`src/hdl/dsed_pkg.sv`:
```
// ----------------------------------------------------------------------------
// dsed_pkg
// Shared types and constants for the DLE/STX/ETX deframer: link symbols,
// result kind codes and the command word passed from front to back.
// ----------------------------------------------------------------------------
package dsed_pkg;

    // Link symbols
    localparam logic [7:0] SYM_STX = 8'h02;
    localparam logic [7:0] SYM_ETX = 8'h03;
    localparam logic [7:0] SYM_DLE = 8'h10;

    // Result kind codes, also used as command codes
    localparam logic [1:0] KIND_BYTE     = 2'd0;
    localparam logic [1:0] KIND_END      = 2'd1;
    localparam logic [1:0] KIND_OVERFLOW = 2'd2;

    // Length field wide enough for the largest supported frame depth (256)
    localparam int LEN_W = 9;

    // Command queue geometry
    localparam int QUEUE_DEPTH = 2;
    localparam int QPTR_W      = 1;
    localparam int QCNT_W      = 2;

    typedef struct packed {
        logic [1:0]       kind;
        logic [LEN_W-1:0] length;
        logic [31:0]      count;
    } cmd_t;

    typedef enum logic [2:0] {
        ST_IDLE  = 3'b001,
        ST_FETCH = 3'b010,
        ST_SEND  = 3'b100
    } back_state_t;

endpackage

```
`src/hdl/dle_stx_etx_deframer.sv`:
```
// ----------------------------------------------------------------------------
// dle_stx_etx_deframer
// DLE/STX/ETX byte-stuffing deframer with a frame store and frame counter.
// ----------------------------------------------------------------------------
// Takes one link byte per word on the input channel. A frame opens with
// DLE STX (0x10 0x02) and closes with DLE ETX (0x10 0x03); DLE DLE is a
// literal 0x10 body byte and any other escape drops the open frame. Body
// bytes beyond FRAME_DEPTH drop the frame with one overflow result. A valid
// close bumps a wrapping 32-bit frame counter and, with emit_frames set and
// a body, sends the stored bytes (last one marked), else one end marker.
// Flow control: a byte that causes no result, an end marker or an overflow
// is taken while the command queue has room and no frame is draining. When
// a frame is emitted, input stalls until its N bytes have left the store:
// the back pops the command, then for each byte fetches it through the
// single registered read port of the frame store (FETCH state) and loads
// the output register (SEND state), waiting while the sink holds out_ready
// low. A two-word command queue lets the front keep taking bytes while end
// or overflow results wait at the output register. The store needs no
// clearing after reset.
// ----------------------------------------------------------------------------
module dle_stx_etx_deframer #(
    parameter int FRAME_DEPTH = 16
) (
    input  logic        clk,
    input  logic        rst_n,
    // configuration
    input  logic        emit_frames_we,
    input  logic        emit_frames,
    // input channel
    input  logic        in_valid,
    output logic        in_ready,
    input  logic [7:0]  in_byte,
    // result channel
    output logic        out_valid,
    input  logic        out_ready,
    output logic [1:0]  result_kind,
    output logic [7:0]  frame_byte,
    output logic [3:0]  byte_index,
    output logic [4:0]  frame_length,
    output logic        last,
    output logic [31:0] frames_received
);

    localparam int AW = $clog2(FRAME_DEPTH);

    logic           emit_frames_reg;
    logic           store_we;
    logic [AW-1:0]  store_addr;
    logic [7:0]     store_data;
    logic           push;
    dsed_pkg::cmd_t push_data;
    logic           q_full;
    logic           q_valid;
    dsed_pkg::cmd_t q_data;
    logic           pop;
    logic           frame_done;

    // Config reg; user must write it only while block is idle; unchecked
    always_ff @(posedge clk or negedge rst_n)
    begin
        if (!rst_n)
        begin
            emit_frames_reg <= 1'b0;
        end
        else if (emit_frames_we)
        begin
            emit_frames_reg <= emit_frames;
        end
    end

    // Front: decode escapes, fill the store, queue frame events
    dsed_front #(
        .FRAME_DEPTH (FRAME_DEPTH)
    ) u_front (
        .clk         (clk),
        .rst_n       (rst_n),
        .in_valid    (in_valid),
        .in_ready    (in_ready),
        .in_byte     (in_byte),
        .emit_frames (emit_frames_reg),
        .store_we    (store_we),
        .store_addr  (store_addr),
        .store_data  (store_data),
        .push        (push),
        .push_data   (push_data),
        .q_full      (q_full),
        .frame_done  (frame_done)
    );

    // Queue: decouple event detection from result delivery
    dsed_cmd_queue u_queue (
        .clk       (clk),
        .rst_n     (rst_n),
        .push      (push),
        .push_data (push_data),
        .full      (q_full),
        .q_valid   (q_valid),
        .q_data    (q_data),
        .pop       (pop)
    );

    // Back: drain the store or emit markers into the output register
    dsed_back #(
        .FRAME_DEPTH (FRAME_DEPTH)
    ) u_back (
        .clk             (clk),
        .rst_n           (rst_n),
        .store_we        (store_we),
        .store_addr      (store_addr),
        .store_data      (store_data),
        .q_valid         (q_valid),
        .q_data          (q_data),
        .pop             (pop),
        .frame_done      (frame_done),
        .out_valid       (out_valid),
        .out_ready       (out_ready),
        .result_kind     (result_kind),
        .frame_byte      (frame_byte),
        .byte_index      (byte_index),
        .frame_length    (frame_length),
        .last            (last),
        .frames_received (frames_received)
    );

endmodule

```
`src/hdl/dsed_front.sv`:
```
// ----------------------------------------------------------------------------
// dsed_front
// Accepts link bytes, tracks escape and frame state, writes body bytes into
// the frame store and queues one command per frame event.
// ----------------------------------------------------------------------------
module dsed_front #(
    parameter int FRAME_DEPTH = 16
) (
    input  logic                                 clk,
    input  logic                                 rst_n,
    input  logic                                 in_valid,
    output logic                                 in_ready,
    input  logic [7:0]                           in_byte,
    input  logic                                 emit_frames,
    output logic                                 store_we,
    output logic [$clog2(FRAME_DEPTH)-1:0]       store_addr,
    output logic [7:0]                           store_data,
    output logic                                 push,
    output dsed_pkg::cmd_t                       push_data,
    input  logic                                 q_full,
    input  logic                                 frame_done
);

    localparam int AW     = $clog2(FRAME_DEPTH);
    localparam int FILL_W = $clog2(FRAME_DEPTH + 1);

    logic              esc_reg, esc_next;
    logic              in_frame_reg, in_frame_next;
    logic [FILL_W-1:0] fill_reg, fill_next;
    logic [31:0]       counter_reg, counter_next;
    logic              busy_reg, busy_next;
    logic              accept;
    logic              is_dle;
    logic              body;

    // Hold off input while the store is being drained or the queue is full
    assign in_ready = !q_full && !busy_reg;
    assign accept   = in_valid && in_ready;
    assign is_dle   = (in_byte == dsed_pkg::SYM_DLE);

    assign store_addr = fill_reg[AW-1:0];
    assign store_data = in_byte;

    always_comb
    begin
        esc_next         = esc_reg;
        in_frame_next    = in_frame_reg;
        fill_next        = fill_reg;
        counter_next     = counter_reg;
        busy_next        = busy_reg;
        store_we         = 1'b0;
        push             = 1'b0;
        push_data.kind   = dsed_pkg::KIND_END;
        push_data.length = dsed_pkg::LEN_W'(fill_reg);
        push_data.count  = counter_reg;
        body             = 1'b0;

        if (frame_done)
        begin
            busy_next = 1'b0;
        end

        if (accept)
        begin
            if (is_dle && !esc_reg)
            begin
                esc_next = 1'b1;
            end
            else if (esc_reg)
            begin
                esc_next = 1'b0;
                if (in_byte == dsed_pkg::SYM_STX)
                begin
                    in_frame_next = 1'b1;
                    fill_next     = '0;
                end
                else if (in_byte == dsed_pkg::SYM_ETX)
                begin
                    if (in_frame_reg)
                    begin
                        in_frame_next   = 1'b0;
                        counter_next    = counter_reg + 32'd1;
                        push            = 1'b1;
                        push_data.count = counter_reg + 32'd1;
                        if (emit_frames && (fill_reg != '0))
                        begin
                            push_data.kind = dsed_pkg::KIND_BYTE;
                            busy_next      = 1'b1;
                        end
                    end
                end
                else if (!is_dle)
                begin
                    // drop the frame on an unknown escape
                    in_frame_next = 1'b0;
                end
                else
                begin
                    body = 1'b1;
                end
            end
            else
            begin
                body = 1'b1;
            end

            if (body && in_frame_reg)
            begin
                if (fill_reg < FILL_W'(FRAME_DEPTH))
                begin
                    store_we  = 1'b1;
                    fill_next = fill_reg + FILL_W'(1);
                end
                else
                begin
                    in_frame_next    = 1'b0;
                    push             = 1'b1;
                    push_data.kind   = dsed_pkg::KIND_OVERFLOW;
                    push_data.length = dsed_pkg::LEN_W'(FRAME_DEPTH);
                end
            end
        end
    end

    always_ff @(posedge clk or negedge rst_n)
    begin
        if (!rst_n)
        begin
            esc_reg      <= 1'b0;
            in_frame_reg <= 1'b0;
            fill_reg     <= '0;
            counter_reg  <= '0;
            busy_reg     <= 1'b0;
        end
        else
        begin
            esc_reg      <= esc_next;
            in_frame_reg <= in_frame_next;
            fill_reg     <= fill_next;
            counter_reg  <= counter_next;
            busy_reg     <= busy_next;
        end
    end

endmodule

```
`src/hdl/dsed_cmd_queue.sv`:
```
// ----------------------------------------------------------------------------
// dsed_cmd_queue
// Short FIFO of frame commands between the front and the back.
// ----------------------------------------------------------------------------
module dsed_cmd_queue (
    input  logic           clk,
    input  logic           rst_n,
    input  logic           push,
    input  dsed_pkg::cmd_t push_data,
    output logic           full,
    output logic           q_valid,
    output dsed_pkg::cmd_t q_data,
    input  logic           pop
);

    dsed_pkg::cmd_t                  entry_reg [dsed_pkg::QUEUE_DEPTH];
    logic [dsed_pkg::QPTR_W-1:0]     wr_ptr_reg, wr_ptr_next;
    logic [dsed_pkg::QPTR_W-1:0]     rd_ptr_reg, rd_ptr_next;
    logic [dsed_pkg::QCNT_W-1:0]     cnt_reg, cnt_next;
    logic                            do_push;
    logic                            do_pop;

    assign full    = (cnt_reg == dsed_pkg::QCNT_W'(dsed_pkg::QUEUE_DEPTH));
    assign q_valid = (cnt_reg != '0);
    assign q_data  = entry_reg[rd_ptr_reg];
    assign do_push = push && !full;
    assign do_pop  = pop && q_valid;

    always_comb
    begin
        wr_ptr_next = wr_ptr_reg;
        rd_ptr_next = rd_ptr_reg;
        cnt_next    = cnt_reg;
        if (do_push)
        begin
            wr_ptr_next = wr_ptr_reg + dsed_pkg::QPTR_W'(1);
        end
        if (do_pop)
        begin
            rd_ptr_next = rd_ptr_reg + dsed_pkg::QPTR_W'(1);
        end
        case ({do_push, do_pop})
            2'b10:   cnt_next = cnt_reg + dsed_pkg::QCNT_W'(1);
            2'b01:   cnt_next = cnt_reg - dsed_pkg::QCNT_W'(1);
            default: cnt_next = cnt_reg;
        endcase
    end

    always_ff @(posedge clk)
    begin
        if (do_push)
        begin
            entry_reg[wr_ptr_reg] <= push_data;
        end
    end

    always_ff @(posedge clk or negedge rst_n)
    begin
        if (!rst_n)
        begin
            wr_ptr_reg <= '0;
            rd_ptr_reg <= '0;
            cnt_reg    <= '0;
        end
        else
        begin
            wr_ptr_reg <= wr_ptr_next;
            rd_ptr_reg <= rd_ptr_next;
            cnt_reg    <= cnt_next;
        end
    end

endmodule

```
`src/hdl/dsed_back.sv`:
```
// ----------------------------------------------------------------------------
// dsed_back
// Holds the frame store, pops commands and drives the result register:
// one result per end or overflow command, the stored bytes for a frame.
// ----------------------------------------------------------------------------
module dsed_back #(
    parameter int FRAME_DEPTH = 16
) (
    input  logic                           clk,
    input  logic                           rst_n,
    input  logic                           store_we,
    input  logic [$clog2(FRAME_DEPTH)-1:0] store_addr,
    input  logic [7:0]                     store_data,
    input  logic                           q_valid,
    input  dsed_pkg::cmd_t                 q_data,
    output logic                           pop,
    output logic                           frame_done,
    output logic                           out_valid,
    input  logic                           out_ready,
    output logic [1:0]                     result_kind,
    output logic [7:0]                     frame_byte,
    output logic [3:0]                     byte_index,
    output logic [4:0]                     frame_length,
    output logic                           last,
    output logic [31:0]                    frames_received
);

    localparam int AW = $clog2(FRAME_DEPTH);

    logic [7:0] mem [FRAME_DEPTH];

    dsed_pkg::back_state_t         state_reg, state_next;
    logic [dsed_pkg::LEN_W-1:0]    idx_reg, idx_next;
    logic [dsed_pkg::LEN_W-1:0]    len_reg, len_next;
    logic [31:0]                   cnt_reg, cnt_next;
    logic [7:0]                    rd_data_reg;
    logic                          out_valid_reg, out_valid_next;
    logic [1:0]                    kind_reg, kind_next;
    logic [7:0]                    byte_reg, byte_next;
    logic [3:0]                    bidx_reg, bidx_next;
    logic [4:0]                    flen_reg, flen_next;
    logic                          last_reg, last_next;
    logic [31:0]                   frames_reg, frames_next;
    logic                          out_free;
    logic                          is_last;

    assign out_free = !out_valid_reg || out_ready;
    assign is_last  = ((idx_reg + dsed_pkg::LEN_W'(1)) == len_reg);

    always_comb
    begin
        state_next     = state_reg;
        idx_next       = idx_reg;
        len_next       = len_reg;
        cnt_next       = cnt_reg;
        out_valid_next = out_valid_reg && !out_ready;
        kind_next      = kind_reg;
        byte_next      = byte_reg;
        bidx_next      = bidx_reg;
        flen_next      = flen_reg;
        last_next      = last_reg;
        frames_next    = frames_reg;
        pop            = 1'b0;
        frame_done     = 1'b0;

        case (state_reg)
            dsed_pkg::ST_IDLE:
            begin
                if (q_valid && out_free)
                begin
                    pop = 1'b1;
                    if (q_data.kind == dsed_pkg::KIND_BYTE)
                    begin
                        len_next   = q_data.length;
                        cnt_next   = q_data.count;
                        idx_next   = '0;
                        state_next = dsed_pkg::ST_FETCH;
                    end
                    else
                    begin
                        out_valid_next = 1'b1;
                        kind_next      = q_data.kind;
                        byte_next      = '0;
                        bidx_next      = '0;
                        flen_next      = q_data.length[4:0];
                        last_next      = 1'b1;
                        frames_next    = q_data.count;
                    end
                end
            end
            dsed_pkg::ST_FETCH:
            begin
                state_next = dsed_pkg::ST_SEND;
            end
            dsed_pkg::ST_SEND:
            begin
                if (out_free)
                begin
                    out_valid_next = 1'b1;
                    kind_next      = dsed_pkg::KIND_BYTE;
                    byte_next      = rd_data_reg;
                    bidx_next      = idx_reg[3:0];
                    flen_next      = len_reg[4:0];
                    last_next      = is_last;
                    frames_next    = cnt_reg;
                    if (is_last)
                    begin
                        frame_done = 1'b1;
                        state_next = dsed_pkg::ST_IDLE;
                    end
                    else
                    begin
                        idx_next   = idx_reg + dsed_pkg::LEN_W'(1);
                        state_next = dsed_pkg::ST_FETCH;
                    end
                end
            end
            default:
            begin
                state_next = dsed_pkg::ST_IDLE;
            end
        endcase
    end

    // Frame store: write from the front, registered read for the drain
    always_ff @(posedge clk)
    begin
        if (store_we)
        begin
            mem[store_addr] <= store_data;
        end
        if (state_reg == dsed_pkg::ST_FETCH)
        begin
            rd_data_reg <= mem[idx_reg[AW-1:0]];
        end
    end

    always_ff @(posedge clk or negedge rst_n)
    begin
        if (!rst_n)
        begin
            state_reg     <= dsed_pkg::ST_IDLE;
            out_valid_reg <= 1'b0;
        end
        else
        begin
            state_reg     <= state_next;
            out_valid_reg <= out_valid_next;
        end
    end

    always_ff @(posedge clk)
    begin
        idx_reg    <= idx_next;
        len_reg    <= len_next;
        cnt_reg    <= cnt_next;
        kind_reg   <= kind_next;
        byte_reg   <= byte_next;
        bidx_reg   <= bidx_next;
        flen_reg   <= flen_next;
        last_reg   <= last_next;
        frames_reg <= frames_next;
    end

    assign out_valid       = out_valid_reg;
    assign result_kind     = kind_reg;
    assign frame_byte      = byte_reg;
    assign byte_index      = bidx_reg;
    assign frame_length    = flen_reg;
    assign last            = last_reg;
    assign frames_received = frames_reg;

endmodule

```
`config.mk`:
```
export PLATFORM = sky130hd
export DESIGN_NAME = dle_stx_etx_deframer
export DESIGN_NICKNAME = d
export VERILOG_FILES = /design/src/hdl/dsed_pkg.sv /design/src/hdl/dle_stx_etx_deframer.sv /design/src/hdl/dsed_front.sv /design/src/hdl/dsed_cmd_queue.sv /design/src/hdl/dsed_back.sv
export SDC_FILE = /design/constraint.sdc
export NUM_CORES = 1
export LEC_CHECK = 0
export BUFFER_PORTS_ARGS = -buffer_cell sky130_fd_sc_hd__buf_4
export CAP_MARGIN = 10
export CORE_MARGIN = 3
export CORE_UTILIZATION = 25
export DETAILED_ROUTE_END_ITERATION = 16
export GPL_ROUTABILITY_DRIVEN = 0
export PLACE_DENSITY = 0.39
export SLEW_MARGIN = 20
export SYNTH_ARGS = -nofsm -noshare
export SYNTH_HDL_FRONTEND = slang
export SYNTH_SLANG_ARGS = --single-unit
```
`constraint.sdc`:
```
create_clock -name clk -period 4.7 [get_ports clk]
set_input_delay 0 -clock clk [delete_from_list [all_inputs] [get_ports clk]]
set_output_delay 0 -clock clk [all_outputs]
set_load 0.01 [all_outputs]
```
# Word level (Yosys, flattened, before mapping)
# Memories as Yosys holds them, arrays and structs flattened. A register that Yosys moved wholly into a read port is not among the register bits.
# Cells that the tools add are included.
[word_totals]
regBits = 151
output_inout_bits = 54
memories = 2
in_bits = 14
mem_bits_rw = 214
[op_classes]
eq_ne = 15
n_mux = 100
add_sub_neg = 7
magnitude_cmp = 1
n_reduce_logical = 24
[mem_list]
columns = ["name", "words", "width", "read_ports", "rd_clocked_by_memory_dff", "wr", "line_no", "text"]
rows = [
  ["u_back.mem", 16, 8, 1, 1, 1, "dsed_back.sv:30", "logic [7:0] mem [FRAME_DEPTH];"],
  ["u_queue.entry_reg", 2, 43, 1, 0, 1, "dsed_cmd_queue.sv:16", "dsed_pkg::cmd_t entry_reg [dsed_pkg::QUEUE_DEPTH];"],
]
[op_table]
columns = ["operator", "count"]
rows = [
  ["2-to-1 mux 32 bit", 8],
  ["one-hot mux 32 bit (2 select lines)", 1],
  ["2-to-1 mux 1 bit", 49],
  ["2-to-1 mux 43 bit", 1],
  ["2-to-1 mux 5 bit", 8],
  ["2-to-1 mux 9 bit", 4],
  ["adder 32 x 1 -> 32 bit (second input constant)", 1],
  ["2-to-1 mux 8 bit", 3],
  ["2-to-1 mux 11 bit", 2],
  ["2-to-1 mux 2 bit", 9],
  ["one-hot mux 9 bit (2 select lines)", 1],
  ["== test 8 x 2 -> 1 bit (second input constant)", 2],
  ["one-hot mux 8 bit (2 select lines)", 1],
  ["2-to-1 mux 4 bit", 3],
  ["one-hot mux 5 bit (2 select lines)", 1],
  ["adder 9 x 1 -> 9 bit (second input constant)", 1],
  ["== test 9 bit", 1],
  ["logical AND 1 bit", 9],
  ["2-to-1 mux 3 bit", 3],
  ["one-hot mux 3 bit (3 select lines)", 1],
  ["== test 8 x 5 -> 1 bit (second input constant)", 1],
  ["one-hot mux 2 bit (2 select lines)", 2],
  ["one-hot mux 4 bit (2 select lines)", 1],
  ["!= test 2 x 1 -> 1 bit (second input constant)", 3],
  ["other kinds (20)", 31],
]

# Longest topological paths before layout
# Gate-level depths: netlist (run 1).
[logic_depth]
depth_word = 13
mapped_depth = 9
mapped_depth_nobuf = 8

# Cells and area by module
# A second synthesis (run 1) with hierarchy kept.
[unflattened]
hier_cells = 929
area_unflattened_um2 = 15077.0
[by_module_without_submodules]
columns = ["module", "cells_per_inst", "instances", "area_each_um2"]
rows = [
  ["dsed_back", 529, 1, 9356.5],
  ["dsed_cmd_queue", 152, 1, 3321.9],
  ["dsed_front", 246, 1, 2358.5],
  ["dle_stx_etx_deframer", 2, 1, 40.0],
]

# Worst setup path after synthesis (run 1)
# Ideal clock, no wire load.
[synth_timing]
path_type = "register to register"
startpoint = "register u_back.state_reg[0]"
endpoint = "register u_back.bidx_reg[0] (netlist: u_back.byte_index[0]), enable pin"
arrival_time_ns = 4.478
period_less_slack_ns = 5.005
slack_ns = -0.305
t_required_ns = 4.174
stages_incl_launch_ff = 4
cell_sequence = "dfstp_2 -> o21ai_0 -> o31a_1 -> nor3_1"
[synth_via]
elab_chain_cells = 3
elab_cells_between_ends = 7
classes_between = "5 x eq/ne; 2 x reduce/logical"
[synth_lines]
columns = ["element", "line_no", "text"]
rows = [
  ["start: declaration", "dsed_back.sv:32", "dsed_pkg::back_state_t state_reg, state_next;"],
  ["start signal: assignment", "dsed_back.sv:142", "state_reg <= dsed_pkg::ST_IDLE;"],
  ["start signal: assignment", "dsed_back.sv:147", "state_reg <= state_next;"],
  ["== test 3 x 1 -> 1 bit or == test 3 bit (tied branches)", "dsed_back.sv:66", "case (state_reg)"],
  ["!= test 2 bit (no line) (tied with other cells)", "n/a", ""],
  ["AND reduction 4 bit (no line) *", "n/a", ""],
  ["end signal: assignment", "dsed_back.sv:159", "bidx_reg <= bidx_next;"],
  ["end: declaration", "dsed_back.sv:40", "logic [3:0] bidx_reg, bidx_next;"],
]
# Every way passes the cells marked *; elsewhere a longest branch is shown, timed or not.
# A chain may end at the register's enable or synchronous reset.

# Worst setup path after layout (run 1)
[layout_timing]
startpoint = "input in_byte[2]"
endpoint = "memory u_queue.entry_reg[0][1] (netlist bit), enable pin"
[layout_via]
elab_chain_cells = 13
elab_cells_between_ends = 21
classes_between = "3 x eq/ne; 15 x mux; 3 x reduce/logical"
[layout_lines]
columns = ["element", "line_no", "text"]
rows = [
  ["start: declaration", "dle_stx_etx_deframer.sv:32", "input logic [7:0] in_byte,"],
  ["== test 8 x 5 -> 1 bit", "dsed_front.sv:39", "assign is_dle = (in_byte == dsed_pkg::SYM_DLE);"],
  ["2-to-1 mux 1 bit", "dsed_front.sv:92", "else if (!is_dle)"],
  ["2-to-1 mux 1 bit", "dsed_front.sv:77", "else if (in_byte == dsed_pkg::SYM_ETX)"],
  ["2-to-1 mux 1 bit", "dsed_front.sv:72", "if (in_byte == dsed_pkg::SYM_STX)"],
  ["2-to-1 mux 1 bit", "dsed_front.sv:69", "else if (esc_reg)"],
  ["2-to-1 mux 1 bit", "dsed_front.sv:65", "if (is_dle && !esc_reg)"],
  ["2-to-1 mux 1 bit", "dsed_front.sv:63", "if (accept)"],
  ["logical AND 1 bit", "dsed_front.sv:107", "if (body && in_frame_reg)"],
  ["2-to-1 mux 1 bit *", "dsed_front.sv:107", ""],
  ["2-to-1 mux 1 bit *", "dsed_front.sv:63", ""],
  ["logical AND 1 bit *", "dsed_cmd_queue.sv:26", "assign do_push = push && !full;"],
  ["2-to-1 mux 1 bit *", "dsed_cmd_queue.sv:51", "if (do_push)"],
  ["2-to-1 mux 1 bit (implied by the code) *", "dsed_cmd_queue.sv:53", "entry_reg[wr_ptr_reg] <= push_data;"],
  ["end: declaration", "dsed_cmd_queue.sv:16", ""],
]
# Every way passes the cells marked *; elsewhere a longest branch is shown, timed or not. The select of a mux whose other input is x is not followed.

==> flow_summary.toml, run 1 <==
[clocking]
cts_root_buffer = "clkbuf_16"
cts_made_buffers = 41
cts_tree = "done"
cts_hold_buf = 13
clockBufferDepth = 3
h-tree-depth = 2
post_cts_buffers = 0
clk_pin_slew_ns = 0.06
insertion_delay_ns = 0.55
cts_resized = 0
cts_sinks = 361

[floorplanning]
io_pins = 68
die-area_um2 = 60020
die_width_um = 245.0
start_util_pct = 25.57
fp.coreArea_um2 = 55850
core.rowCount = 86
die_height_um = 245.0

[yosys]
synth.net_count = 804
ys_seq_area_share_pct = 74.20
ys_async_sr_fraction_pct = 13.57
yosys-top-cells-area = "edfxtp_1 (66%), dfrtp_1 (8.4%), mux4_2 (6.3%)"
syn_area_um2 = 14280
synth_edf_count = 312
synth_common_cells = "edfxtp_1 (312), mux2_2 (77), dfrtp_1 (48)"
synthCells = 783
yosysTopAreaCellShare_pct = 65.61
avgSynthCellArea_um2 = 18.24
yosysWarnings = 0
yosysMostFrequentCell = "edfxtp_1"
yosys_register_bits = 361
yosys.area.top_type = "edfxtp_1"
yosys.cell_types.count = 52
synthFlopType = "edfxtp_1"

[placed_design]
port_buffers = 67
dpl_cell_area_um2 = 15800
hpwl_um = 20010
place_inst = 1587

[worst_setup_path]
worst_ep_required_time_ns = 4.95
r2r_setup_slack_ns = 1.46
startpoint = "in_byte[2]"
crit_fanout = 21
arrival_ns = 3.56
reg2reg_depth = 5
critical_path.endpoint_type = "register"
start_kind = "input pin"
reg2reg_from = "u_back.idx_reg[3]"
crit_end = "u_queue.entry_reg[0][1]"
criticalPathCategory = "in2reg"
worstReg2RegEnd = "u_back.idx_reg[2]"

[sta]
max_slew_margin_pct = 33.31
fin_crit_sh_pct = 70.36
rsz0062_at_grt = "false"
fmax_mhz = 302.4
maxSlewViolCount = 0
setup_viol = 0
tightest_slew_ns = 0.9984
fin_worst_skew_ns = 0.01167
min_period_ns = 3.307
setup_tns_ns = 0
hold_viol = 0

[global_route]
grt_max_degree = 53
grt_pass1_wl_um = 49160
track_usage_pct = 10.84
antenna_found_initial = 0
grt_pass1_vias = 7607
overflow = 0

[cells_and_area]
largest_register_ffs = 128
layout-drive-gt1-share_pct = 30.02
diodes = 0
area_delta_synth_final_pct = 20.68
final_nets = 916
finalNonFillerCells = 1674
fin_util_pct = 30.86
fin_area_um2 = 17230

[drt]
ant_nets = 0
drt_iter0_drc = 347
wl_per_cell_um = 18.92
drc = 0
finalWirelength_um = 31670
first_pass_iters = 4
routed_via_density = 4.237
vias = 7093

[power]
p_per_area_nw_per_um2 = 492.8
power.leakage_nw = 5.803
ir_worst_vdd_v = 0.0002663

[run]
cap_viol_max_count = 0

[run_status]
status = "completed"

[min_path]
holdCritPathClass = "in2async"
metal layers:
metal	global-route usage [%]	vias to the layer above	wire, µm	share of wire, %
met4	3.387	0	638	2.0
met5	0	-	0	0
met1	14.92	3652	14840	47
met2	17.43	101	15030	47
met3	1.999	47	1154	3.6
li1	-	3293	-	-
where the power goes:
group	total (mW)	leakage (nW)	internal [mW]	switching, mW
Sequential	4.11	3.46	3.90	0.212
Combinational	1.26	1.71	0.604	0.653
Clock	3.12	0.629	1.83	1.29
cell type report:
class / instances / area (µm²)
multi-input combinational: 380 / 3547
clock inverter: 17 / 181.4
sequential: 361 / 10600
tap: 748 / 935.9
clock buffer: 57 / 1116
fill: 5444 / 38610
inverter: 7 / 26.28
timing repair buffer: 104 / 825.8
worst min path at each step:
stage | from | end | slack, ns | cells after the start
floorplan | rst_n | emit_frames_reg | -0.30 | 0
global placement | rst_n | u_front.counter_reg[15] | 0.12 | 1
detailed placement | rst_n | u_front.counter_reg[15] | 0.11 | 1
CTS | rst_n | u_front.counter_reg[20] | 0.07 | 2
global route | rst_n | u_front.counter_reg[17] | 0.11 | 2
finish | rst_n | u_front.counter_reg[17] | 0.05 | 2
layout by cell type, fill, tap and decap left out, types with 16 or more instances in the layout:
cell / instances
buf_4: 90
edfxtp_1: 312
nand2_1: 21
mux2_2: 77
nor2_1: 39
clkbuf_16: 41
and3_1: 19
mux4_2: 40
xnor2_1: 36
dfrtp_1: 47
nand3_1: 16
kinds of logic (layout without fill, tap and decap cells):
logic type	Yosys count	after routing	synth area share, %
buffers and inverters	42	185	1.200
multiplexers	120	120	12.59
adder cells (fa/ha/maj)	8	8	0.6834
flip-flops	361	361	74.20
AND/OR/NAND/NOR	174	174	6.957
AO/OA/AOI/OAI	30	30	1.419
XOR/XNOR	48	48	2.944
stage by stage:
stage	total power [mW]	hold WS [ns]	setup slack, ns
global route	8.897	0.1113	1.127
detailed placement	5.472	0.1091	1.331
CTS	8.687	0.06977	1.380
floorplan	4.857	-0.2956	0.9597
global placement	5.484	0.1162	1.402
finish	8.492	0.05398	1.393
worst max-delay path, cell delays in order:
cell and delay, ns:
dlygate4sd3_1 0.53, buf_4 0.19, or4_4 0.59, o31ai_1 0.62, nor4b_4 0.52, nor2_1 0.25
nor2_4 0.55, buf_12 0.26
Power figures use the tool's default switching activity.
==> run 2, diff against run 1 <==
--- a/config.mk
+++ b/config.mk
@@ -11,7 +11,7 @@
 export CORE_UTILIZATION = 25
 export DETAILED_ROUTE_END_ITERATION = 16
 export GPL_ROUTABILITY_DRIVEN = 0
-export PLACE_DENSITY = 0.39
+export PLACE_DENSITY = 0.37
 export SLEW_MARGIN = 20
 export SYNTH_ARGS = -nofsm -noshare
 export SYNTH_HDL_FRONTEND = slang
==> constraint.sdc (replaced) <==
create_clock -name clk -period 3.5 [get_ports clk]
set_input_delay 0 -clock clk [delete_from_list [all_inputs] [get_ports clk]]
set_output_delay 0 -clock clk [all_outputs]
set_load 0.01 [all_outputs]
==> run 2 against run 1 <==
Against the previous run: clock skew up 0.0075 ns; core utilization up 0.20 points; sequential power up 33%; sequential cell count unchanged.
==> flow_summary.toml, run 2 (synthesis gave the netlist of run 1 again) <==
[worst_setup_path]
critical_path.endpoint_type = "register"
start_kind = "input pin"
criticalPathCategory = "in2reg"
crit_fanout = 17
arrival_ns = 3.09
worst_ep_required_time_ns = 3.67

[clocking]
post_cts_buffers = 0
clockBufferDepth = 3
cts_root_buffer = "clkbuf_16"
cts_hold_buf = 12
h-tree-depth = 2
cts_made_buffers = 42
cts_tree = "done"
clk_pin_slew_ns = 0.05
cts_sinks = 361
insertion_delay_ns = 0.55
cts_resized = 0

[global_route]
antenna_found_initial = 2
grt_pass1_wl_um = 49230
overflow = 0
grt_max_degree = 50
grt_pass1_vias = 7689
track_usage_pct = 10.91

[placed_design]
hpwl_um = 20240
port_buffers = 67
dpl_cell_area_um2 = 15890
place_inst = 1596
place_ws_ns = 0.5154

[power]
p_per_area_nw_per_um2 = 667.1
totalPowerFinal_mw = 11.57
power.leakage_nw = 5.854
ir_worst_vdd_v = 0.0002954

[cells_and_area]
layout_common_cells = "edfxtp_1 (312), buf_4 (97), mux2_2 (77)"
area_delta_synth_final_pct = 21.47
finalNonFillerCells = 1682
largest_register_ffs = 128
fin_util_pct = 31.06
fin_area_um2 = 17350
num-fill-cells = 5461
final_nets = 925
diodes = 0
final_common_cell = "edfxtp_1"
layout-drive-gt1-share_pct = 30.51

[floorplanning]
fp.coreArea_um2 = 55850
io_pins = 68
start_util_pct = 25.57
core.rowCount = 86
die_width_um = 245.0
die-area_um2 = 60020
die_height_um = 245.0

[sta]
rsz0062_at_grt = "false"
tightest_slew_ns = 1.024
fin_worst_skew_ns = 0.01919
fin_crit_sh_pct = 83.58
hold_slack_ns = 0.04958
setup_slack_ns = 0.5747
max_slew_margin_pct = 31.72
setup_viol = 0
fmax_mhz = 341.8
setup_tns_ns = 0
hold_viol = 0
min_period_ns = 2.925
maxSlewViolCount = 0

[drt]
ant_nets = 0
drc = 0
finalWirelength_um = 32210
vias = 7125
routed_via_density = 4.236
first_pass_iters = 4
wl_per_cell_um = 19.15
drt_iter0_drc = 331

[run]
cap_viol_max_count = 0

[run_status]
status = "completed"

[min_path]
holdCritPathClass = "in2reg"
-- run 2: report_power, final --
group	switching, mW	total (mW)	leakage (nW)	internal [mW]
combinational	0.974	1.83	1.75	0.857
sequential	0.215	5.45	3.46	5.23
clock	1.68	4.29	0.647	2.61
-- run 2: layout make-up --
| class | instances | area, µm² | area share (%) |
|---|---|---|---|
| clock inverters | 13 | 161.4 | 0.9305 |
| inverters | 7 | 26.28 | 0.1515 |
| multi-input cells | 380 | 3542 | 20.42 |
| well taps | 748 | 935.9 | 5.396 |
| repair buffers | 112 | 908.4 | 5.237 |
| flip-flops and latches | 361 | 10600 | 61.10 |
| clock buffers | 61 | 1174 | 6.766 |
-- run 2: critical path: stages --
cell and delay [ns]:
dlygate4sd3_1 0.53, buf_4 0.20, or4_4 0.57, o31ai_1 0.52, and4b_1 0.42, nand2_1 0.23
nor2_1 0.61
-- run 2: worst paths after layout --
check | from | end | slack, ns | depth (start not counted)
worst max-delay path | in_byte[2] | u_back.mem[11][6] | 0.57 | 7
worst min-delay path | in_valid | u_front.in_frame_reg | 0.05 | 4
worst max register to register | u_back.state_reg[1] | u_back.frames_received[9] | 0.78 | 3
worst min register to register | u_front.counter_reg[31] | u_front.counter_reg[31] | 0.49 | 1
max in group asynchronous | rst_n | u_queue.rd_ptr_reg | 2.91 | 2
min in group asynchronous | rst_n | u_front.counter_reg[19] | 0.07 | 2
-- run 2: layer usage --
metal,share of wire (%),up-vias,routed length [µm],global-route usage (%)
li1,-,3298,-,-
met1,47,3674,14990,14.91
met2,47,104,15210,17.49
met3,4.2,49,1355,2.371
met4,2.0,0,652,3.196
met5,0,-,0,0
